$ cat src/sv/qsed_pkg.sv
// Shared types, codes and helpers for the quoted string escape decoder.
package qsed_pkg;

    localparam int MAX_DECODED_DEF = 4095;
    localparam int LEN_W           = 12;

    // decode modes
    localparam logic [2:0] MODE_OPEN   = 3'd0;
    localparam logic [2:0] MODE_BODY   = 3'd1;
    localparam logic [2:0] MODE_ESC    = 3'd2;
    localparam logic [2:0] MODE_HEX_HI = 3'd3;
    localparam logic [2:0] MODE_HEX_LO = 3'd4;

    // status codes
    localparam logic [2:0] ST_OK           = 3'd0;
    localparam logic [2:0] ST_UNTERMINATED = 3'd1;
    localparam logic [2:0] ST_INCOMPLETE   = 3'd2;
    localparam logic [2:0] ST_BAD_HEX      = 3'd3;
    localparam logic [2:0] ST_UNKNOWN      = 3'd4;
    localparam logic [2:0] ST_NO_OPEN      = 3'd5;

    localparam logic [7:0] CH_QUOTE  = 8'h22;
    localparam logic [7:0] CH_BSLASH = 8'h5C;
    localparam logic [7:0] CH_N      = 8'h6E;
    localparam logic [7:0] CH_R      = 8'h72;
    localparam logic [7:0] CH_T      = 8'h74;
    localparam logic [7:0] CH_X      = 8'h78;
    localparam logic [7:0] VAL_LF    = 8'd10;
    localparam logic [7:0] VAL_CR    = 8'd13;
    localparam logic [7:0] VAL_TAB   = 8'd9;

    typedef struct packed {
        logic [2:0] mode;
        logic [3:0] nibble;
        logic [2:0] err;
    } dec_state_t;

    typedef struct packed {
        logic [7:0] obyte;
        logic       ovalid;
        logic       done;
        logic [2:0] status;
    } dec_res_t;

    // {ok, value} for one hex digit of either case
    function automatic logic [4:0] hex_digit(input logic [7:0] c);
        logic [4:0] r;
        r = 5'd0;
        if (c >= 8'h30 && c <= 8'h39)
            r = {1'b1, 4'(c - 8'h30)};
        else if (c >= 8'h61 && c <= 8'h66)
            r = {1'b1, 4'(c - 8'h57)};
        else if (c >= 8'h41 && c <= 8'h46)
            r = {1'b1, 4'(c - 8'h37)};
        return r;
    endfunction

endpackage

$ cat src/sv/qsed_step.sv
// Next-state and result logic for one text byte.
module qsed_step #(
    parameter int MAX_DECODED = qsed_pkg::MAX_DECODED_DEF,
    parameter int CW          = $clog2(MAX_DECODED + 1)
) (
    input  qsed_pkg::dec_state_t cur,
    input  logic [CW-1:0]        cnt,
    input  logic [7:0]           in_byte,
    input  logic                 in_last,
    output qsed_pkg::dec_state_t nxt,
    output logic [CW-1:0]        cnt_next,
    output logic [CW-1:0]        cnt_report,
    output qsed_pkg::dec_res_t   res
);
    import qsed_pkg::*;

    localparam logic [CW-1:0] MAX_C = CW'(MAX_DECODED);

    logic [4:0] hx;
    logic [2:0] st;

    assign hx = hex_digit(in_byte);

    always_comb
    begin
        nxt      = cur;
        cnt_next = cnt;
        st       = ST_OK;
        res      = '0;
        if (in_last)
        begin
            if (cur.mode == MODE_OPEN)
                st = (in_byte == CH_QUOTE) ? ST_UNTERMINATED : ST_NO_OPEN;
            else if (cur.err == ST_NO_OPEN)
                st = ST_NO_OPEN;
            else if (in_byte != CH_QUOTE)
                st = ST_UNTERMINATED;
            else if (cur.err != ST_OK)
                st = cur.err;
            else if (cur.mode == MODE_ESC)
                st = ST_INCOMPLETE;
            else if (cur.mode == MODE_HEX_HI || cur.mode == MODE_HEX_LO)
                st = ST_BAD_HEX;
            else
                st = ST_OK;
            res.done   = 1'b1;
            res.status = st;
            nxt.mode   = MODE_OPEN;
            nxt.nibble = 4'd0;
            nxt.err    = ST_OK;
            cnt_next   = '0;
        end
        else
        begin
            if (cur.mode == MODE_OPEN)
            begin
                if (in_byte != CH_QUOTE)
                    nxt.err = ST_NO_OPEN;
                nxt.mode = MODE_BODY;
            end
            else if (cur.err == ST_OK)
            begin
                case (cur.mode)
                    MODE_ESC:
                    begin
                        nxt.mode = MODE_BODY;
                        if (in_byte == CH_QUOTE || in_byte == CH_BSLASH)
                        begin
                            res.obyte  = in_byte;
                            res.ovalid = 1'b1;
                        end
                        else if (in_byte == CH_N)
                        begin
                            res.obyte  = VAL_LF;
                            res.ovalid = 1'b1;
                        end
                        else if (in_byte == CH_R)
                        begin
                            res.obyte  = VAL_CR;
                            res.ovalid = 1'b1;
                        end
                        else if (in_byte == CH_T)
                        begin
                            res.obyte  = VAL_TAB;
                            res.ovalid = 1'b1;
                        end
                        else if (in_byte == CH_X)
                            nxt.mode = MODE_HEX_HI;
                        else
                            nxt.err = ST_UNKNOWN;
                    end
                    MODE_HEX_HI:
                    begin
                        if (!hx[4])
                            nxt.err = ST_BAD_HEX;
                        else
                        begin
                            nxt.nibble = hx[3:0];
                            nxt.mode   = MODE_HEX_LO;
                        end
                    end
                    MODE_HEX_LO:
                    begin
                        if (!hx[4])
                            nxt.err = ST_BAD_HEX;
                        else
                        begin
                            res.obyte  = {cur.nibble, hx[3:0]};
                            res.ovalid = 1'b1;
                            nxt.mode   = MODE_BODY;
                        end
                    end
                    default:
                    begin
                        if (in_byte == CH_BSLASH)
                            nxt.mode = MODE_ESC;
                        else
                        begin
                            res.obyte  = in_byte;
                            res.ovalid = 1'b1;
                        end
                    end
                endcase
                if (res.ovalid && cnt < MAX_C)
                    cnt_next = cnt + CW'(1);
            end
            res.status = nxt.err;
        end
    end

    // the final word reports the count it found; others report the updated one
    assign cnt_report = in_last ? cnt : cnt_next;

endmodule

$ cat src/sv/quoted_string_escape_decoder_top.sv
// Top level of the quoted string escape decoder: decode state, result register and skid.
// Takes a quoted text one byte word per cycle and returns one registered result word per
// input word. Throughput is one word per clock while in_ready is high; the only loop is
// the update of the decode state (mode, pending hex nibble, first error, count).
// A two-entry output stage (result register plus skid register) lets input keep flowing
// while a result waits, and holds in_ready low only when both entries are full.
module quoted_string_escape_decoder_top #(
    parameter int MAX_DECODED = qsed_pkg::MAX_DECODED_DEF
) (
    input  logic       clk,
    input  logic       rst_n,
    input  logic       in_valid,
    output logic       in_ready,
    input  logic [7:0] in_byte,
    input  logic       in_last,
    output logic       res_valid,
    input  logic       res_ready,
    output logic [7:0] out_byte,
    output logic       out_valid,
    output logic       done_res,
    output logic [2:0] status,
    output logic [11:0] decoded_length
);
    import qsed_pkg::*;

    localparam int CW = $clog2(MAX_DECODED + 1);

    typedef struct packed {
        dec_res_t         r;
        logic [LEN_W-1:0] len;
    } word_t;

    dec_state_t       st_reg, st_next;
    logic [CW-1:0]    cnt_reg, cnt_next, cnt_report;
    dec_res_t         step_res;
    logic [CW+LEN_W-1:0] cnt_ext;
    word_t            new_word;

    word_t            out_reg, skid_reg;
    logic             out_vld_reg, skid_vld_reg;
    logic             in_fire, out_fire;

    qsed_step #(
        .MAX_DECODED (MAX_DECODED),
        .CW          (CW)
    ) u_step (
        .cur        (st_reg),
        .cnt        (cnt_reg),
        .in_byte    (in_byte),
        .in_last    (in_last),
        .nxt        (st_next),
        .cnt_next   (cnt_next),
        .cnt_report (cnt_report),
        .res        (step_res)
    );

    // length is the count modulo 2^12
    assign cnt_ext      = {{LEN_W{1'b0}}, cnt_report};
    assign new_word.r   = step_res;
    assign new_word.len = cnt_ext[LEN_W-1:0];

    assign in_ready = !skid_vld_reg;
    assign in_fire  = in_valid && in_ready;
    assign out_fire = out_vld_reg && res_ready;

    always_ff @(posedge clk or negedge rst_n)
    begin
        if (!rst_n)
        begin
            st_reg  <= '{mode: MODE_OPEN, nibble: 4'd0, err: ST_OK};
            cnt_reg <= '0;
        end
        else if (in_fire)
        begin
            st_reg  <= st_next;
            cnt_reg <= cnt_next;
        end
    end

    always_ff @(posedge clk or negedge rst_n)
    begin
        if (!rst_n)
        begin
            out_vld_reg  <= 1'b0;
            skid_vld_reg <= 1'b0;
        end
        else
        begin
            if (!out_vld_reg || out_fire)
            begin
                out_vld_reg  <= skid_vld_reg || in_fire;
                skid_vld_reg <= 1'b0;
            end
            else if (in_fire)
                skid_vld_reg <= 1'b1;
        end
    end

    always_ff @(posedge clk)
    begin
        if (!out_vld_reg || out_fire)
        begin
            if (skid_vld_reg)
                out_reg <= skid_reg;
            else if (in_fire)
                out_reg <= new_word;
        end
        else if (in_fire)
            skid_reg <= new_word;
    end

    assign res_valid      = out_vld_reg;
    assign out_byte       = out_reg.r.obyte;
    assign out_valid      = out_reg.r.ovalid;
    assign done_res       = out_reg.r.done;
    assign status         = out_reg.r.status;
    assign decoded_length = out_reg.len;

    a_skid_needs_out: assert property (@(posedge clk) disable iff (!rst_n)
        skid_vld_reg |-> out_vld_reg)
        else $error("skid word held with empty result register");

    a_done_no_byte: assert property (@(posedge clk) disable iff (!rst_n)
        (out_vld_reg && out_reg.r.done) |-> !out_reg.r.ovalid)
        else $error("final word carries a decoded byte");

    a_last_resets: assert property (@(posedge clk) disable iff (!rst_n)
        (in_fire && in_last) |=> (st_reg.mode == MODE_OPEN && st_reg.err == ST_OK
                                  && cnt_reg == '0))
        else $error("decode state not cleared after final word");

    a_no_emit_after_err: assert property (@(posedge clk) disable iff (!rst_n)
        (in_fire && st_reg.err != ST_OK) |-> !step_res.ovalid)
        else $error("byte emitted after an error");

    a_count_sat: assert property (@(posedge clk) disable iff (!rst_n)
        cnt_reg <= CW'(MAX_DECODED))
        else $error("decoded count beyond its limit");

endmodule

$ cat config.mk
export PLATFORM = sky130hd
export DESIGN_NAME = quoted_string_escape_decoder_top
export DESIGN_NICKNAME = d
export VERILOG_FILES = /design/src/sv/qsed_pkg.sv /design/src/sv/qsed_step.sv /design/src/sv/quoted_string_escape_decoder_top.sv
export SDC_FILE = /design/constraint.sdc
export NUM_CORES = 1
export LEC_CHECK = 0
export BUFFER_PORTS_ARGS = -buffer_cell sky130_fd_sc_hd__buf_2
export CAP_MARGIN = 30
export CORE_MARGIN = 3
export CORE_UTILIZATION = 45
export DETAILED_ROUTE_END_ITERATION = 8
export PLACE_DENSITY = 0.64
export SLEW_MARGIN = 20
export SYNTH_ARGS = -nofsm -noshare
export SYNTH_HDL_FRONTEND = slang
export SYNTH_HIERARCHICAL = 1
export SYNTH_SLANG_ARGS = --single-unit
$ cat constraint.sdc
create_clock -name clk -period 5.4 [get_ports clk]
set_input_delay 1.08 -clock clk [delete_from_list [all_inputs] [get_ports clk]]
set_output_delay 1.08 -clock clk [all_outputs]
set_load 0.01 [all_outputs]
==> run metrics <==
run status=complete, no violations; mean routed wirelength per cell=17.4 um; vias in the first global route=3047; die area=0.0107 mm^2; total wire length=9410 um; remaining antenna violation count=0; RSZ-0062 raised after global routing=false; Final min period=3820 ps; Peak VDD IR=0.000141 V; CTS sink cnt=74; post-detail-place hpwl=6330 um; Synth async-reset ratio=32.4%; Mapped Nets=394; Post-layout nets=430; TritonCTS clock tree=yes; post-synth top area cell=sky130_fd_sc_hd__edfxtp_1; Yosys top cell area share=35.1%; fraction of power consumed by the clock network=31.0%; largest net degree at the start of global routing=35; transition at the pin with the smallest max-transition slack=892 ps; number of buffers inserted during clock tree synthesis=9; most used flip-flop cell after synthesis=sky130_fd_sc_hd__edfxtp_1; CTS root buf=sky130_fd_sc_hd__clkbuf_8; proportion of layout cells with a drive suffix above 1=28.6%; instance area at placement=0.00456 mm^2; flip-flop count of the largest register after layout=25; power share of the combinational group=23.1%; fin crit share=70.7%; die span in x=104 um; number of enable flip-flop cells after synthesis=50; Syn Area/Cell=11.4 um^2; clock-pin slew on the worst setup and hold paths=80 ps; post-route design area=0.00478 mm^2; setup skew after layout=11.3 ps; dpl cells=526; Starting Density=47.7%; H-tree level count=3; core outline area=0.00898 mm^2; placement row count=34; cells resized by post-CTS repair=0; endpoint kind of the worst setup timing path=flop; Psw=0.463 mW; clock latency reported for the late side of the worst-skew pair=340 ps; total of flip-flops plus latches after synthesis=74; initial DRC count=252; class of the tightest hold or removal check=flop to flop; Final Slew Violations=0; Required @ worst endpoint=5490 ps; GRT Residual Overflow=0; # diodes=0; total of warnings raised by yosys=6; leakage=1.90 nW; critical path start-end classification=input pin to flop; hold buffer count at cts=0; share of total power in sequential cells=45.9%; worst path arrival time=3910 ps; Vias=3118; total routing resource utilization after global routing=18.2%; number of iterations in the first detailed-routing pass=5; global-route wire length before repair=16000 um; switching part of the total=29.8%; post-CTS setup-driven buffer insertion count=0; routability congestion estimate=0.917; part of the Yosys area used for sequential elements=49.1%; signed area change from the synthesized netlist to the final layout=11.8%; cell area after synthesis=0.00428 mm^2; number of hold-slack violations in the final timing report=0; average via count per standard cell=5.75; DRC viols=0; number of antenna violations at the first check in global routing=0; Synth top cells by count=sky130_fd_sc_hd__edfxtp_1, sky130_fd_sc_hd__nor2_1, sky130_fd_sc_hd__mux2_2; tightest slew margin relative to the limit=40.5%; Final setup violation count=0; pwr/cell area=325 mW/mm^2; Cell Count, Final, Fillers Out=542; count of pins on the block boundary=40; number of buffers between clock root and the deepest sink=2; number of maximum-capacitance constraint violations=0; Port Buffer Count=39; Int Power=1.09 mW; startpoint kind of the worst setup timing path=input pin; top area cells in the synthesized netlist=sky130_fd_sc_hd__edfxtp_1, sky130_fd_sc_hd__dfrtp_1, sky130_fd_sc_hd__mux2_2; most used standard cell by instance count after synthesis=sky130_fd_sc_hd__edfxtp_1; Vert. Die Dim=104 um; peak clock frequency supported by timing=262 MHz; unique cell type count in the Yosys netlist=59; Gate Count Post-Synth=375; peak fanout along the critical path=11; final total negative setup slack=0 ps
[placed cells by master (no fill, tap or decap), types with 4 or more instances in the layout]
| master | instances |
|---|---|
| sky130_fd_sc_hd__nand2_1 | 24 |
| sky130_fd_sc_hd__a21oi_1 | 15 |
| sky130_fd_sc_hd__xnor2_1 | 8 |
| sky130_fd_sc_hd__buf_4 | 5 |
| sky130_fd_sc_hd__xor2_1 | 7 |
| sky130_fd_sc_hd__nor3_1 | 9 |
| sky130_fd_sc_hd__clkbuf_8 | 10 |
| sky130_fd_sc_hd__or4_1 | 6 |
| sky130_fd_sc_hd__and3_1 | 7 |
| sky130_fd_sc_hd__a31oi_1 | 5 |
| sky130_fd_sc_hd__edfxtp_1 | 50 |
| sky130_fd_sc_hd__dfrtp_1 | 24 |
| sky130_fd_sc_hd__o21ai_0 | 14 |
| sky130_fd_sc_hd__nand3_1 | 11 |
| sky130_fd_sc_hd__mux2_4 | 19 |
| sky130_fd_sc_hd__o31ai_1 | 5 |
| sky130_fd_sc_hd__a211oi_1 | 7 |
| sky130_fd_sc_hd__nand4_1 | 4 |
| sky130_fd_sc_hd__mux2_2 | 30 |
| sky130_fd_sc_hd__nor2_1 | 33 |
| sky130_fd_sc_hd__nor4_1 | 6 |
| sky130_fd_sc_hd__buf_2 | 39 |
| sky130_fd_sc_hd__inv_1 | 10 |
| sky130_fd_sc_hd__ha_1 | 6 |
[cell type report]
type	count	area, um^2
inverter	11	41.3
clock inverter	5	78.8
timing repair buffer	45	244
multi-input combinational	270	2020
fill	782	4200
tap	126	158
sequential	74	2100
clock buffer	11	141
[routing by layer]
metal	global-route usage [%]	vias up	part of all wire, %
li1	-	1489	-
met1	26.7	1523	49
met2	27.4	95	45
met3	3.86	11	4.5
met4	5.03	0	0.96
met5	0	-	0
[power groups by stage]
stage,Combinational [mW],Sequential [mW],Clock (mW)
finish,0.360,0.714,0.482
global route,0.399,0.723,0.518
CTS,0.359,0.714,0.491
detailed placement,0.355,0.726,0
global placement,0.349,0.724,0
floorplan,0.264,0.723,0
[logic make-up after synthesis]
| kind of cell | synth area share [%] |
|---|---|
| adders and majority gates | 1.75 |
| xor gates and xnor gates | 3.07 |
| muxes | 15.0 |
| buffers and inverters | 3.86 |
| DFF | 49.1 |
| and+or+nand+nor | 15.4 |
| AOI/OAI and AO/OA | 11.8 |
[worst max-delay path, stage by stage]
cell and delay (ps):
sky130_fd_sc_hd__buf_2 150, sky130_fd_sc_hd__inv_1 100, sky130_fd_sc_hd__ha_1 210, sky130_fd_sc_hd__nor3b_1 150
sky130_fd_sc_hd__or4_4 550, sky130_fd_sc_hd__o221a_4 150, sky130_fd_sc_hd__a21oi_1 710, sky130_fd_sc_hd__nand2_1 220
sky130_fd_sc_hd__mux2_2 330, sky130_fd_sc_hd__mux2_2 260
[through the flow]
step	setup slack (ps)	total power, mW	hold WS, ps	util [%]
final	1580	1.56	547	53.3
after global routing	1450	1.64	571	53.3
after CTS	1650	1.56	550	53.3
after detailed placement	1300	1.08	532	50.8
after global placement	1400	1.07	527	50.7
after floorplan	1720	0.987	483	-
[path summary, 6_finish.rpt]
path / endpoint / cells past startpoint / start / slack [ps]
max: decoded_length[1] / 10 / in_byte[0] / 1580
min: decoded_length[4] / 1 / skid_reg[4] / 550
min reg2reg: decoded_length[4] / 1 / skid_reg[4] / 550
max reg2reg: decoded_length[1] / 7 / st_reg[7] / 1790
max in group asynchronous: skid_vld_reg / 1 / rst_n / 4250
min in group asynchronous: st_reg[1] / 1 / rst_n / 740
Note: power is estimated with default switching activity, not from simulation.
